## src/sv/tdpt_pkg.sv

```systemverilog
// tdpt_pkg: shared constants and controller/datapath command and status types
// for the trial division prime test block.
// No dependencies.
package tdpt_pkg;

   localparam int CANDIDATE_WIDTH     = 32;
   localparam int DEFAULT_VALUE_WIDTH = 32;

   // smallest prime, and the first odd trial divisor
   localparam int SMALLEST_PRIME = 2;
   localparam int FIRST_DIVISOR  = 3;

   typedef struct packed {
      logic load;       // capture a new candidate
      logic div_start;  // begin remainder of candidate by current divisor
      logic div_step;   // one restoring division step
      logic advance;    // move to the next odd divisor
   } cmd_type;

   typedef struct packed {
      logic lt_two;         // candidate below 2
      logic eq_two;         // candidate equals 2
      logic even;           // candidate is even
      logic bound_exceeded; // divisor squared above candidate
      logic div_last;       // this step is the final division step
      logic rem_zero;       // remainder is zero
   } status_type;

endpackage

```

## src/sv/tdpt_controller.sv

```systemverilog
// tdpt_controller: sequencer for the prime test and the response register.
// Commands tdpt_datapath through tdpt_pkg::cmd_type; depends on tdpt_pkg.
module tdpt_controller (
   input  logic                 clock,
   input  logic                 reset,
   input  logic                 req_valid,
   output logic                 req_ready,
   output logic                 rsp_valid,
   output logic                 rsp_prime_flag,
   input  logic                 rsp_ready,
   input  tdpt_pkg::status_type status,
   output tdpt_pkg::cmd_type    cmd
);

   localparam logic [2:0] StIdle   = 3'd0;
   localparam logic [2:0] StCheck  = 3'd1;
   localparam logic [2:0] StDiv    = 3'd2;
   localparam logic [2:0] StTest   = 3'd3;
   localparam logic [2:0] StFinish = 3'd4;

   logic [2:0] state_ff, state_in;
   logic       result_ff, result_in;
   logic       rsp_valid_ff, rsp_valid_in;
   logic       rsp_flag_ff, rsp_flag_in;

   assign req_ready      = state_ff == StIdle;
   assign rsp_valid      = rsp_valid_ff;
   assign rsp_prime_flag = rsp_flag_ff;

   always_comb begin
      state_in     = state_ff;
      result_in    = result_ff;
      rsp_valid_in = rsp_valid_ff & ~rsp_ready;
      rsp_flag_in  = rsp_flag_ff;
      cmd          = '0;
      unique case (state_ff)
         StIdle: begin
            if (req_valid) begin
               cmd.load = 1'b1;
               state_in = StCheck;
            end
         end
         StCheck: begin
            if (status.lt_two) begin
               result_in = 1'b0;
               state_in  = StFinish;
            end else if (status.eq_two) begin
               result_in = 1'b1;
               state_in  = StFinish;
            end else if (status.even) begin
               result_in = 1'b0;
               state_in  = StFinish;
            end else if (status.bound_exceeded) begin
               // no divisor up to the square root
               result_in = 1'b1;
               state_in  = StFinish;
            end else begin
               cmd.div_start = 1'b1;
               state_in      = StDiv;
            end
         end
         StDiv: begin
            cmd.div_step = 1'b1;
            if (status.div_last) begin
               state_in = StTest;
            end
         end
         StTest: begin
            if (status.rem_zero) begin
               result_in = 1'b0;
               state_in  = StFinish;
            end else begin
               cmd.advance = 1'b1;
               state_in    = StCheck;
            end
         end
         StFinish: begin
            // wait for the response register to drain
            if (!rsp_valid_ff || rsp_ready) begin
               rsp_valid_in = 1'b1;
               rsp_flag_in  = result_ff;
               state_in     = StIdle;
            end
         end
         default: begin
            state_in = StIdle;
         end
      endcase
   end

   always_ff @(posedge clock) begin
      if (reset) begin
         state_ff     <= StIdle;
         rsp_valid_ff <= 1'b0;
      end else begin
         state_ff     <= state_in;
         rsp_valid_ff <= rsp_valid_in;
      end
      result_ff   <= result_in;
      rsp_flag_ff <= rsp_flag_in;
   end

endmodule

```

## config.mk

```make
export PLATFORM = sky130hd
export DESIGN_NAME = tdpt_controller
export DESIGN_NICKNAME = d
export VERILOG_FILES = /design/src/sv/tdpt_pkg.sv /design/src/sv/tdpt_controller.sv
export SDC_FILE = /design/constraint.sdc
export NUM_CORES = 1
export LEC_CHECK = 0
export CAP_MARGIN = 20
export CELL_PAD_IN_SITES_DETAIL_PLACEMENT = 1
export CELL_PAD_IN_SITES_GLOBAL_PLACEMENT = 2
export CORE_AREA = 2 2 39 41
export DETAILED_ROUTE_END_ITERATION = 12
export DIE_AREA = 0 0 41 43
export DONT_BUFFER_PORTS = 1
export PLACE_DENSITY = 0.61
export SYNTH_ARGS = -nofsm -noshare
export SYNTH_HDL_FRONTEND = slang
export SYNTH_SLANG_ARGS = --single-unit
```

## constraint.sdc

```tcl
create_clock -name clock -period 3.45 [get_ports clock]
set_input_delay 0 -clock clock [delete_from_list [all_inputs] [get_ports clock]]
set_output_delay 0 -clock clock [all_outputs]
set_load 0.05 [all_outputs]
```

==> summary.md, run 1 <==
| Metric | Value |
|---|---|
| Post-synthesis compound-gate area fraction | `0.177` |
| Most common cell after layout, fill and taps aside | `nor2_1` |
| CTS Buffer Depth | `2` |
| GRT Util Overall | `0.120` |
| Final hold vios | `0` |
| Commonest non-fill, non-tap cells in the layout | `nor2_1 (6), nor2b_1 (4), dfxtp_1 (4)` |
| Yosys Warn Count | `0` |
| CTS tree | `built` |
| Delay of the slowest critical-path stage | `between 700 and 800 ps` |
| Clock power frac | `0.368` |
| Die Width | `around 40 um` |
| Crit path launch type | `flip-flop` |
| ANT cells | `0` |
| Net Count, Synth | `49` |
| H-tree depth | `1` |
| Slew HR | `0.407` |
| Drc violations | `0` |
| Fill cells | `173` |
| Wire per inst | `12.4 um` |
| Worst path required time | `around 3500 ps` |
| Status | `finished, final reports clean` |
| Cells along the critical path | `nor3_2 -> and2_1` |
| Data arrival time of the critical path | `1950 ps` |
| Clock-pin slew on the worst setup and hold paths | `50 ps` |
| RSZ-0062 raised after global routing | `false` |
| Internal | `132 uW` |
| Initial antenna violation count | `0` |
| Max VDD drop | `0.141 mV` |
| Area taken by multi-input logic gates | `181 sq um` |
| Ratio of cells with drive above 1 in the final layout | `0.186` |
| Min-delay worst type | `input pin to flip-flop` |
| Combinational family with the most area after synthesis | `simple AND/OR/NAND/NOR gates` |
| DRT iter0 DRCs | `1` |
| Num CTS Buffers | `3` |
| Crit Path Category | `flip-flop to primary output` |
| Mux contribution to synthesized area | `0` |
| Die Ht | `approximately 43 um` |
| Detailed placer's ending HPWL | `578 um` |
| Element type at the critical path end | `primary output` |
| Syn Std Cell Area | `333 sq um` |
| # nets final | `54` |
| Register area share after synthesis | `0.421` |
| Power per cell area | `459 nW/um^2` |
| Crit-path slowest cell | `nor3_2` |
| Final setup violation count | `0` |
| Vias/cell | `5.17` |
| P&R area growth vs syn | `21.8%` |
| Actual slew at the worst max-slew pin | `886 ps` |
| Drt first pass iters | `2` |
| Vias | `approximately 300` |
| Cts repair resizes | `0` |
| Distinct cells, synth | `21` |
| Core Box Area | `1380 sq um` |
| R2r setup slk | `1810 ps` |
| Routed WL | `about 730 um` |
| Worst hold stages | `3` |
| Flop pwr share | `0.463` |
| First-pass GRT wire length | `1350 um` |
| Worst R2R Start | `state_ff[0]` |
| Worst Skew | `5.46 ps` |
| Worst min-delay path endpoint | `state_ff[2]` |
| Site Rows | `14` |
| Fin crit period | `1950 ps` |
| Number of global-route vias before repair | `346` |
| Max Transition Viols Final | `0` |
| Die area | `1760 sq um` |
| Post-Synth XOR/XNOR Area | `0` |
| Hold_sp | `rsp_ready` |
| Clock sink count | `6` |
| FF/Latch Area | `roughly 140 sq um` |
| Clock Latency Late Sink | `240 ps` |
| Sw frac | `0.291` |
| Adder-cell share of the synthesized area | `0` |
| Worst r2r dst | `result_ff` |
| Synthesized flop and latch total | `6` |
| Worst-path maximum fanout | `9` |
| Synth Instances | `39` |
| Worst Reg2Reg Path Length in Cells | `3` |
| GR Overflow Total | `0` |
| Layout Utilization | `0.293` |
| Ports | `17` |
| Net switching power | `54.1 uW` |
| IO buf count | `0` |
| Antenna Nets Post-Route | `0` |
| FMAX | `0.512 GHz` |
| CTS root buffer | `clkbuf_4` |
| Combinational share of power | `0.169` |
| Largest net degree at the start of global routing | `11` |
| Initial Util | `0.241` |
| Tcrit/Tclk final | `0.567` |
| Synth Area in Simple Gates | `0.338` |
| # Max-Cap Violations | `0` |
| Leak Pwr | `0.000143 uW` |
| Total setup buffers inserted after CTS | `0` |
| Setup TNS Final | `0 ps` |
| Syn_area_per_cell | `8.53 sq um` |
| RD Place Congestion | `~0.64` |
-- sequential cells by signal (all words and copies together), names as in the netlist --
name / cells
result_ff: 1
rsp_prime_flag: 1
rsp_valid: 1
state_ff: 3
-- stage by stage --
step | instances | hold WS (ps) | setup slack [ps] | total power, uW | cell area (sq um)
after floorplan | 39 | 62.4 | 1290 | 112 | 333
after global placement | 52 | 65.3 | 1780 | 115 | 349
after detailed placement | 52 | 64.9 | 1750 | 116 | 349
after CTS | 59 | 6.07 | 1480 | 192 | 405
after global routing | 59 | 34.9 | 1400 | 201 | 405
final | 59 | 5.18 | 1500 | 186 | 405
-- area by class of cell --
cell class,count,share of cell area
multi-input cells,28,0.448
flip-flops and latches,6,0.346
repair buffers,3,0.0741
clock buffers,4,0.0648
well taps,16,0.0494
inverters,2,0.0185
-- synth_stat cells --
| cell type | n | area (sq um) |
|---|---|---|
| nor2_1 | 6 | 22.5 |
| dfxtp_1 | 4 | 80.1 |
| nor2b_1 | 4 | 25.0 |
| nor3_1 | 3 | 15.0 |
| buf_2 | 2 | 10.0 |
| edfxtp_1 | 2 | 60.1 |
| inv_1 | 2 | 7.51 |
| nand2_1 | 2 | 7.51 |
| nand2b_1 | 2 | 12.5 |
| a2111oi_1 | 1 | 10.0 |
| a211oi_1 | 1 | 7.51 |
| a21oi_1 | 1 | 5.00 |
| a21oi_2 | 1 | 8.76 |
| a221oi_1 | 1 | 8.76 |
| a31oi_1 | 1 | 6.26 |
| and2_1 | 1 | 6.26 |
| clkbuf_1 | 1 | 3.75 |
| nand3_1 | 1 | 5.00 |
| nor3b_1 | 1 | 7.51 |
| o211ai_2 | 1 | 12.5 |
| or4_4 | 1 | 11.3 |
-- metal layers --
layer	wire (um)	up-vias	track usage
met1	286	144	0.126
met2	371	14	0.175
li1	-	145	-
met5	0	-	0
met4	19	0	0.120
met3	55	2	0.0314
-- logic make-up after synthesis --
logic type / after synthesis
AO/OA/AOI/OAI: 7
buffers and inverters: 5
flip-flops: 6
AND/OR/NAND/NOR: 21
-- how the worst max path moves through the flow --
stage / start / end / slack, ps / cells after the start
final: state_ff[2] / cmd[3] / 1500 / 2
after global routing: state_ff[2] / cmd[3] / 1400 / 2
after CTS: state_ff[2] / cmd[3] / 1480 / 2
after detailed placement: state_ff[2] / cmd[3] / 1750 / 2
after global placement: state_ff[2] / cmd[3] / 1780 / 2
after floorplan: state_ff[2] / cmd[3] / 1290 / 3
-- power by group through the flow --
| stage | logic (uW) | registers, uW | clock network, uW |
|---|---|---|---|
| final | 31.4 | 86.2 | 68.5 |
| after CTS | 32.0 | 86.1 | 73.8 |
| after floorplan | 29.6 | 82.6 | 0 |
| after detailed placement | 28.3 | 87.5 | 0 |
| after global routing | 35.1 | 87.0 | 78.8 |
| after global placement | 27.9 | 87.2 | 0 |
-- worst max-delay path, delay by kind of cell (launching register included) --
family	cells	cell delay, ps
DFF	1	400
and+or+nand+nor	2	1310
-- repair_timing --
action	CTS	global route
hold endpoints to repair	5	0
endpoints found under the setup margin	0	0
hold buffers	3	0
(Power assumes the default switching activity.)
==> run 2: changes to the inputs <==
==> constraint.sdc (replaced) <==
create_clock -name clock -period 1.93 [get_ports clock]
set_input_delay 0 -clock clock [delete_from_list [all_inputs] [get_ports clock]]
set_output_delay 0 -clock clock [all_outputs]
set_load 0.05 [all_outputs]
==> run 2 against run 1 <==
Net effect:
- clock power up 85%
- hold slack better by 9.9 ps
- largest cell class unchanged
- routed wire length up 12%
- first-iteration DRC count rose to 4.0 times the previous value
- highest routed layer unchanged
- cell area up 14%
- clock skew about the same
==> summary.md, run 2 (same netlist as run 1, synthesis figures left out) <==
| Metric | Value |
|---|---|
| GRT Util Overall | `0.117` |
| Clock Latency Late Sink | `240 ps` |
| Worst-path maximum fanout | `9` |
| Final hold vios | `0` |
| Crit-path slowest cell | `dlygate4sd3_1` |
| Tcrit/Tclk final | `0.854` |
| Min-delay worst type | `input pin to flip-flop` |
| Area taken by multi-input logic gates | `181 sq um` |
| Worst R2R Start | `state_ff[0]` |
| FF/Latch Area | `140 sq um` |
| First-pass GRT wire length | `1350 um` |
| Ports | `17` |
| Commonest non-fill, non-tap cells in the layout | `nor2_1 (6), buf_4 (6), nor2b_1 (4), dlygate4sd3_1 (4), dfxtp_1 (4)` |
| # nets final | `~60` |
| ANT cells | `0` |
| Final setup violation count | `0` |
| Die Width | `41 um` |
| Status | `finished, final reports clean` |
| Routed WL | `820 um` |
| Clock sink count | `6` |
| Crit Path Category | `flip-flop to flip-flop` |
| P&R area growth vs syn | `38.3%` |
| Delay of the slowest critical-path stage | `~570 ps` |
| Post-place setup slack | `between 600 and 700 ps` |
| # Max-Cap Violations | `0` |
| Site Rows | `14` |
| Die area | `approximately 1800 sq um` |
| Final setup margin | `between 200 and 300 ps` |
| CTS root buffer | `clkbuf_4` |
| Largest register FFs | `3` |
| Wire per inst | `12.4 um` |
| Leak Pwr | `0.000180 uW` |
| Vias | `324` |
| IO buf count | `0` |
| Placed Area | `394 sq um` |
| Clock-pin slew on the worst setup and hold paths | `roughly 50 ps` |
| Die Ht | `about 43 um` |
| CTS tree | `built` |
| Max Transition Viols Final | `0` |
| Element type at the critical path end | `flip-flop` |
| Design Area, Final | `about 460 sq um` |
| Max VDD drop | `~0.29 mV` |
| Core Box Area | `about 1400 sq um` |
| RD Place Congestion | `0.712` |
| Ratio of cells with drive above 1 in the final layout | `0.280` |
| Worst hold stages | `3` |
| H-tree depth | `1` |
| Worst path required time | `1930 ps` |
| Drt first pass iters | `3` |
| RSZ-0062 raised after global routing | `false` |
| Number of global-route vias before repair | `between 300 and 400` |
| Fill cells | `170` |
| R2r setup slk | `around 280 ps` |
| Cells along the critical path | `nor2b_1 -> a221oi_1 -> dlygate4sd3_1` |
| Num CTS Buffers | `3` |
| FMAX | `0.607 GHz` |
| Detailed placer's ending HPWL | `620 um` |
| Largest Register | `state_ff` |
| Fin crit period | `1650 ps` |
| CTS Buffer Depth | `2` |
| Worst Skew | `approximately 5.6 ps` |
| Power per cell area | `759 nW/um^2` |
| Drc violations | `0` |
| Crit path launch type | `flip-flop` |
| Worst Reg2Reg Path Length in Cells | `3` |
| Worst setup path endpoint | `result_ff` |
| Actual slew at the worst max-slew pin | `459 ps` |
| Initial Util | `0.241` |
| Worst r2r dst | `result_ff` |
| Largest net degree at the start of global routing | `11` |
| GR Overflow Total | `0` |
| Total setup buffers inserted after CTS | `0` |
| Antenna Nets Post-Route | `0` |
| Initial antenna violation count | `0` |
| CP startpoint | `state_ff[0]` |
| Setup TNS Final | `0 ps` |
| Vias/cell | `4.91` |
| DRT iter0 DRCs | `4` |
| Slew HR | `0.695` |
| Data arrival time of the critical path | `1640 ps` |
==> run 2: cell count changes in the layout (fill, tap and decap cells not counted) <==
cell | before | now
buf_4 | 0 | 6
dlygate4sd3_1 | 3 | 4
==> run 2: how the worst min path moves through the flow <==
stage,start,end,slack (ps)
floorplan,reset,state_ff[2],60
global placement,reset,state_ff[2],60
detailed placement,reset,state_ff[2],70
CTS,rsp_ready,rsp_valid,20
global route,rsp_ready,rsp_valid,60
finish,rsp_ready,rsp_valid,20
==> run 2: layer usage <==
metal | share of wire | routed length, um | GRT usage | up-vias
li1 | - | - | - | 158
met5 | 0 | 0 | 0 | -
met2 | 0.48 | 395 | 0.172 | 14
met3 | 0.052 | 43 | 0.0314 | 2
met1 | 0.44 | 360 | 0.132 | 150
met4 | 0.026 | 21 | 0.100 | 0
==> run 2: worst max-delay path, delay by kind of cell, from the launching register on <==
family	cells	cell delay [ps]
AO/OA/AOI/OAI	1	90
buffers and inverters	1	570
flip-flops	1	500
AND/OR/NAND/NOR	1	240
==> run 2: timing repair <==
item / CTS / global route
endpoints found under the hold margin: 5 / 0
resized for setup: 0 / 0
hold buffers: 4 / 0
==> run 2: stage by stage <==
stage               power (uW)  hold WS [ps]  instances   util
finish                     350          15.1         66  0.333
global placement           215          64.5         58  0.285
CTS                        355          15.9         66  0.333
detailed placement         217          65.7         58  0.285
floorplan                  202          62.4         39      -
global route               366          60.8         66  0.333
==> run 2: cell type report <==
| class | count | area share |
|---|---|---|
| Tap cell | 16 | 0.0435 |
| Sequential cell | 6 | 0.304 |
| Timing Repair Buffer | 10 | 0.185 |
| Multi-Input combinational cell | 28 | 0.394 |
| Inverter | 2 | 0.0163 |
| Clock buffer | 4 | 0.0571 |
==> run 2: report_power, final <==
group | total (uW) | leakage [uW] | switching [uW] | internal (uW)
clock network | 127 | 0.0000150 | 48.8 | 78.5
registers | 151 | 0.0000512 | 12.7 | 138
logic | 71.2 | 0.000114 | 42.3 | 28.8
==> run 3: changes to the inputs <==
--- a/config.mk
+++ b/config.mk
@@ -5,14 +5,15 @@
 export SDC_FILE = /design/constraint.sdc
 export NUM_CORES = 1
 export LEC_CHECK = 0
+export ABC_AREA = 1
 export CAP_MARGIN = 20
 export CELL_PAD_IN_SITES_DETAIL_PLACEMENT = 1
 export CELL_PAD_IN_SITES_GLOBAL_PLACEMENT = 2
-export CORE_AREA = 2 2 39 41
+export CORE_MARGIN = 1.5
+export CORE_UTILIZATION = 26
 export DETAILED_ROUTE_END_ITERATION = 12
-export DIE_AREA = 0 0 41 43
 export DONT_BUFFER_PORTS = 1
-export PLACE_DENSITY = 0.61
+export PLACE_DENSITY = 0.68
 export SYNTH_ARGS = -nofsm -noshare
 export SYNTH_HDL_FRONTEND = slang
 export SYNTH_SLANG_ARGS = --single-unit
==> run 3 against run 2 <==
Net effect:
- clock-buffer cell count shrank 1
- via count is 14% higher
- sequential cell count did not move
- sequential power about the same
- sequential share of layout area stayed put
- fmax up 9.0%
- hold slack better by 29 ps
- first-iteration DRC count fell by 50%
- synthesized cell count grew 38%
==> summary.md, run 3 <==
| Metric | Value |
|---|---|
| Status | `finished, final reports clean` |
| Clock-pin slew on the worst setup and hold paths | `50 ps` |
| FMAX | `0.661 GHz` |
| Detailed placer's ending HPWL | `687 um` |
| RD Place Congestion | `0.771` |
| Largest area contributor in the netlist | `dfxtp_1` |
| Die area | `about 1600 sq um` |
| Worst Reg2Reg Path Length in Cells | `6` |
| Worst-path maximum fanout | `3` |
| Initial Util | `0.297` |
| Slew HR | `0.699` |
| Fill cells | `162` |
| Ports | `17` |
| Drt first pass iters | `4` |
| Largest net degree at the start of global routing | `7` |
| # nets final | `77` |
| Num CTS Buffers | `3` |
| Min-delay worst type | `input pin to flip-flop` |
| Cell depth of the worst setup path | `6` |
| Syn_area_per_cell | `6.44 sq um` |
| Crit path launch type | `flip-flop` |
| Most used cell, CP | `inv_1` |
| Cell family with most CP delay | `buffers and inverters` |
| Core Box Area | `1170 sq um` |
| Most common cell after layout, fill and taps aside | `inv_1` |
| Dominant synthesized flop cell | `dfxtp_1` |
| Hold_sp | `rsp_ready` |
| Element type at the critical path end | `flip-flop` |
| Setup TNS Final | `0 ps` |
| R2r setup slk | `420 ps` |
| Distinct cells, synth | `11` |
| Clock Latency Late Sink | `around 250 ps` |
| Data arrival time of the critical path | `1710 ps` |
| Wire per inst | `11.4 um` |
| Register area share after synthesis | `0.403` |
| Ratio of cells with drive above 1 in the final layout | `0.138` |
| Fin crit period | `1510 ps` |
| Number of global-route vias before repair | `slightly above 400` |
| Final setup violation count | `0` |
| Post-synth ARST share | `0` |
| Vias | `between 300 and 400` |
| Post-synth top cells | `inv_1 (14), nand2_1 (12), nor2_1 (12)` |
| Worst hold stages | `2` |
| Cts repair resizes | `0` |
| DRT iter0 DRCs | `2` |
| Max Transition Viols Final | `0` |
| Delay of the slowest critical-path stage | `550 ps` |
| CTS Buffer Depth | `2` |
| Power per cell area | `slightly below 800 nW/um^2` |
| Syn Std Cell Area | `348 sq um` |
| Yosys Warn Count | `0` |
| Actual slew at the worst max-slew pin | `453 ps` |
| Die Width | `approximately 40 um` |
| GRT Util Overall | `0.158` |
| Routed WL | `897 um` |
| Number of synthesized flops with an enable pin | `2` |
| Final hold vios | `0` |
| Largest register FFs | `3` |
| Dpl cells | `71` |
| IO buf count | `0` |
| Clock sink count | `6` |
| Hold_ws | `44.1 ps` |
| Tcrit/Tclk final | `0.784` |
| ANT cells | `0` |
| CTS tree | `built` |
| Leak Pwr | `0.000244 uW` |
| Max VDD drop | `0.375 mV` |
| Vias/cell | `between 4 and 5` |
| H-tree depth | `1` |
| Pwr Total | `364 uW` |
| Die Ht | `39.6 um` |
| CTS root buffer | `clkbuf_4` |
| Commonest non-fill, non-tap cells in the layout | `inv_1 (14), nor2_1 (12), nand2_1 (12)` |
| Crit-path slowest cell | `dlygate4sd3_1` |
| Critical path buffer and inverter count | `4` |
| Synthesized flop and latch total | `6` |
| Crit Path Category | `flip-flop to flip-flop` |
| Worst r2r dst | `rsp_valid` |
| Initial antenna violation count | `0` |
| Synth Instances | `54` |
| Worst Skew | `5.17 ps` |
| Most common cell in the synthesized netlist | `inv_1` |
| First-pass GRT wire length | `1560 um` |
| Ranking of synthesized cells by area | `dfxtp_1 (23%), edfxtp_1 (17%), inv_1 (15%)` |
| RSZ-0062 raised after global routing | `false` |
| Antenna Nets Post-Route | `0` |
| Worst min-delay path endpoint | `rsp_prime_flag` |
| Post-synth top area share | `0.230` |
| P&R area growth vs syn | `32.4%` |
| Cells along the critical path | `buf_4 -> inv_1 -> nor2_1 -> inv_1 -> a21oi_1 -> dlygate4sd3_1` |
| Worst R2R Start | `rsp_valid` |
| Finished Layout Cells | `79` |
| Largest Register | `state_ff` |
| Net Count, Synth | `64` |
| Worst path required time | `2120 ps` |
| # Max-Cap Violations | `0` |
| Site Rows | `12` |
| Drc violations | `0` |
| GR Overflow Total | `0` |
## run 3: cell count changes after synthesis, sizes merged, moves of 2 or more
cell and change:
buf -2, nor2b -4, nand2 +10, nand3 +4, inv +12, nand2b -2
nor3 -2, nor2 +8
## run 3: final cells by class
class / count / area, sq um / share of cell area
flip-flops and latches: 6 / 140 / 0.304
inverters: 14 / 52.6 / 0.114
clock buffers: 3 / 22.5 / 0.0489
repair buffers: 8 / 72.6 / 0.158
multi-input cells: 34 / 155 / 0.337
well taps: 14 / 17.5 / 0.0380
## run 3: worst reg2reg max path, cell delays in order (launching register included)
cell and delay (ps):
dfxtp_1 310, buf_4 190, inv_1 60, nor2_1 160
inv_1 80, a21oi_1 110, dlygate4sd3_1 550
## run 3: stage by stage
step / cell area (sq um) / utilization / worst slack, ps
finish: 460 / 0.393 / 417
global route: 460 / 0.393 / 295
CTS: 460 / 0.393 / 395
detailed placement: 388 / 0.331 / 738
global placement: 388 / 0.331 / 792
floorplan: 348 / - / 667
## run 3: routing by layer
layer  global-route usage  part of all wire  vias to the layer above
met1                0.143              0.38                      169
met3                0.102             0.093                        2
li1                     -                 -                      182
met4               0.0517            0.0045                        0
met5                    0                 0                        -
met2                0.279              0.52                       17
## run 3: worst max-delay path by stage
| stage | from | to | slack (ps) |
|---|---|---|---|
| 2_1_floorplan | state_ff[1] | cmd[3] | 670 |
| 4_1_cts | rsp_valid | rsp_valid | 390 |
| 5_1_grt | rsp_valid | rsp_valid | 300 |
| 6_report | rsp_valid | rsp_valid | 420 |
| 3_3_place_gp | state_ff[2] | state_ff[1] | 790 |
| 3_5_place_dp | state_ff[2] | state_ff[1] | 740 |
## run 3: report_power, final
| part | internal (uW) | leakage, uW | total, uW | switching, uW |
|---|---|---|---|---|
| sequential | 141 | 0.0000512 | 152 | 10.7 |
| combinational | 28.4 | 0.000179 | 94.4 | 66.1 |
| clock | 70.4 | 0.0000138 | 117 | 47.0 |
## run 3: kinds of logic (layout without fill, tap and decap cells)
group	after synthesis	count (layout)	share of synthesized area
flip-flops	6	6	0.403
AO/OA/AOI/OAI	2	2	0.0360
buffers and inverters	14	25	0.151
AND/OR/NAND/NOR	32	32	0.410
## run 3: what timing repair did
action | 4_1_cts | 5_1_grt
setup endpoints to repair | 0 | 0
hold buffers | 5 | 0
hold endpoints to repair | 6 | 0
buffers inserted | 0 | 0
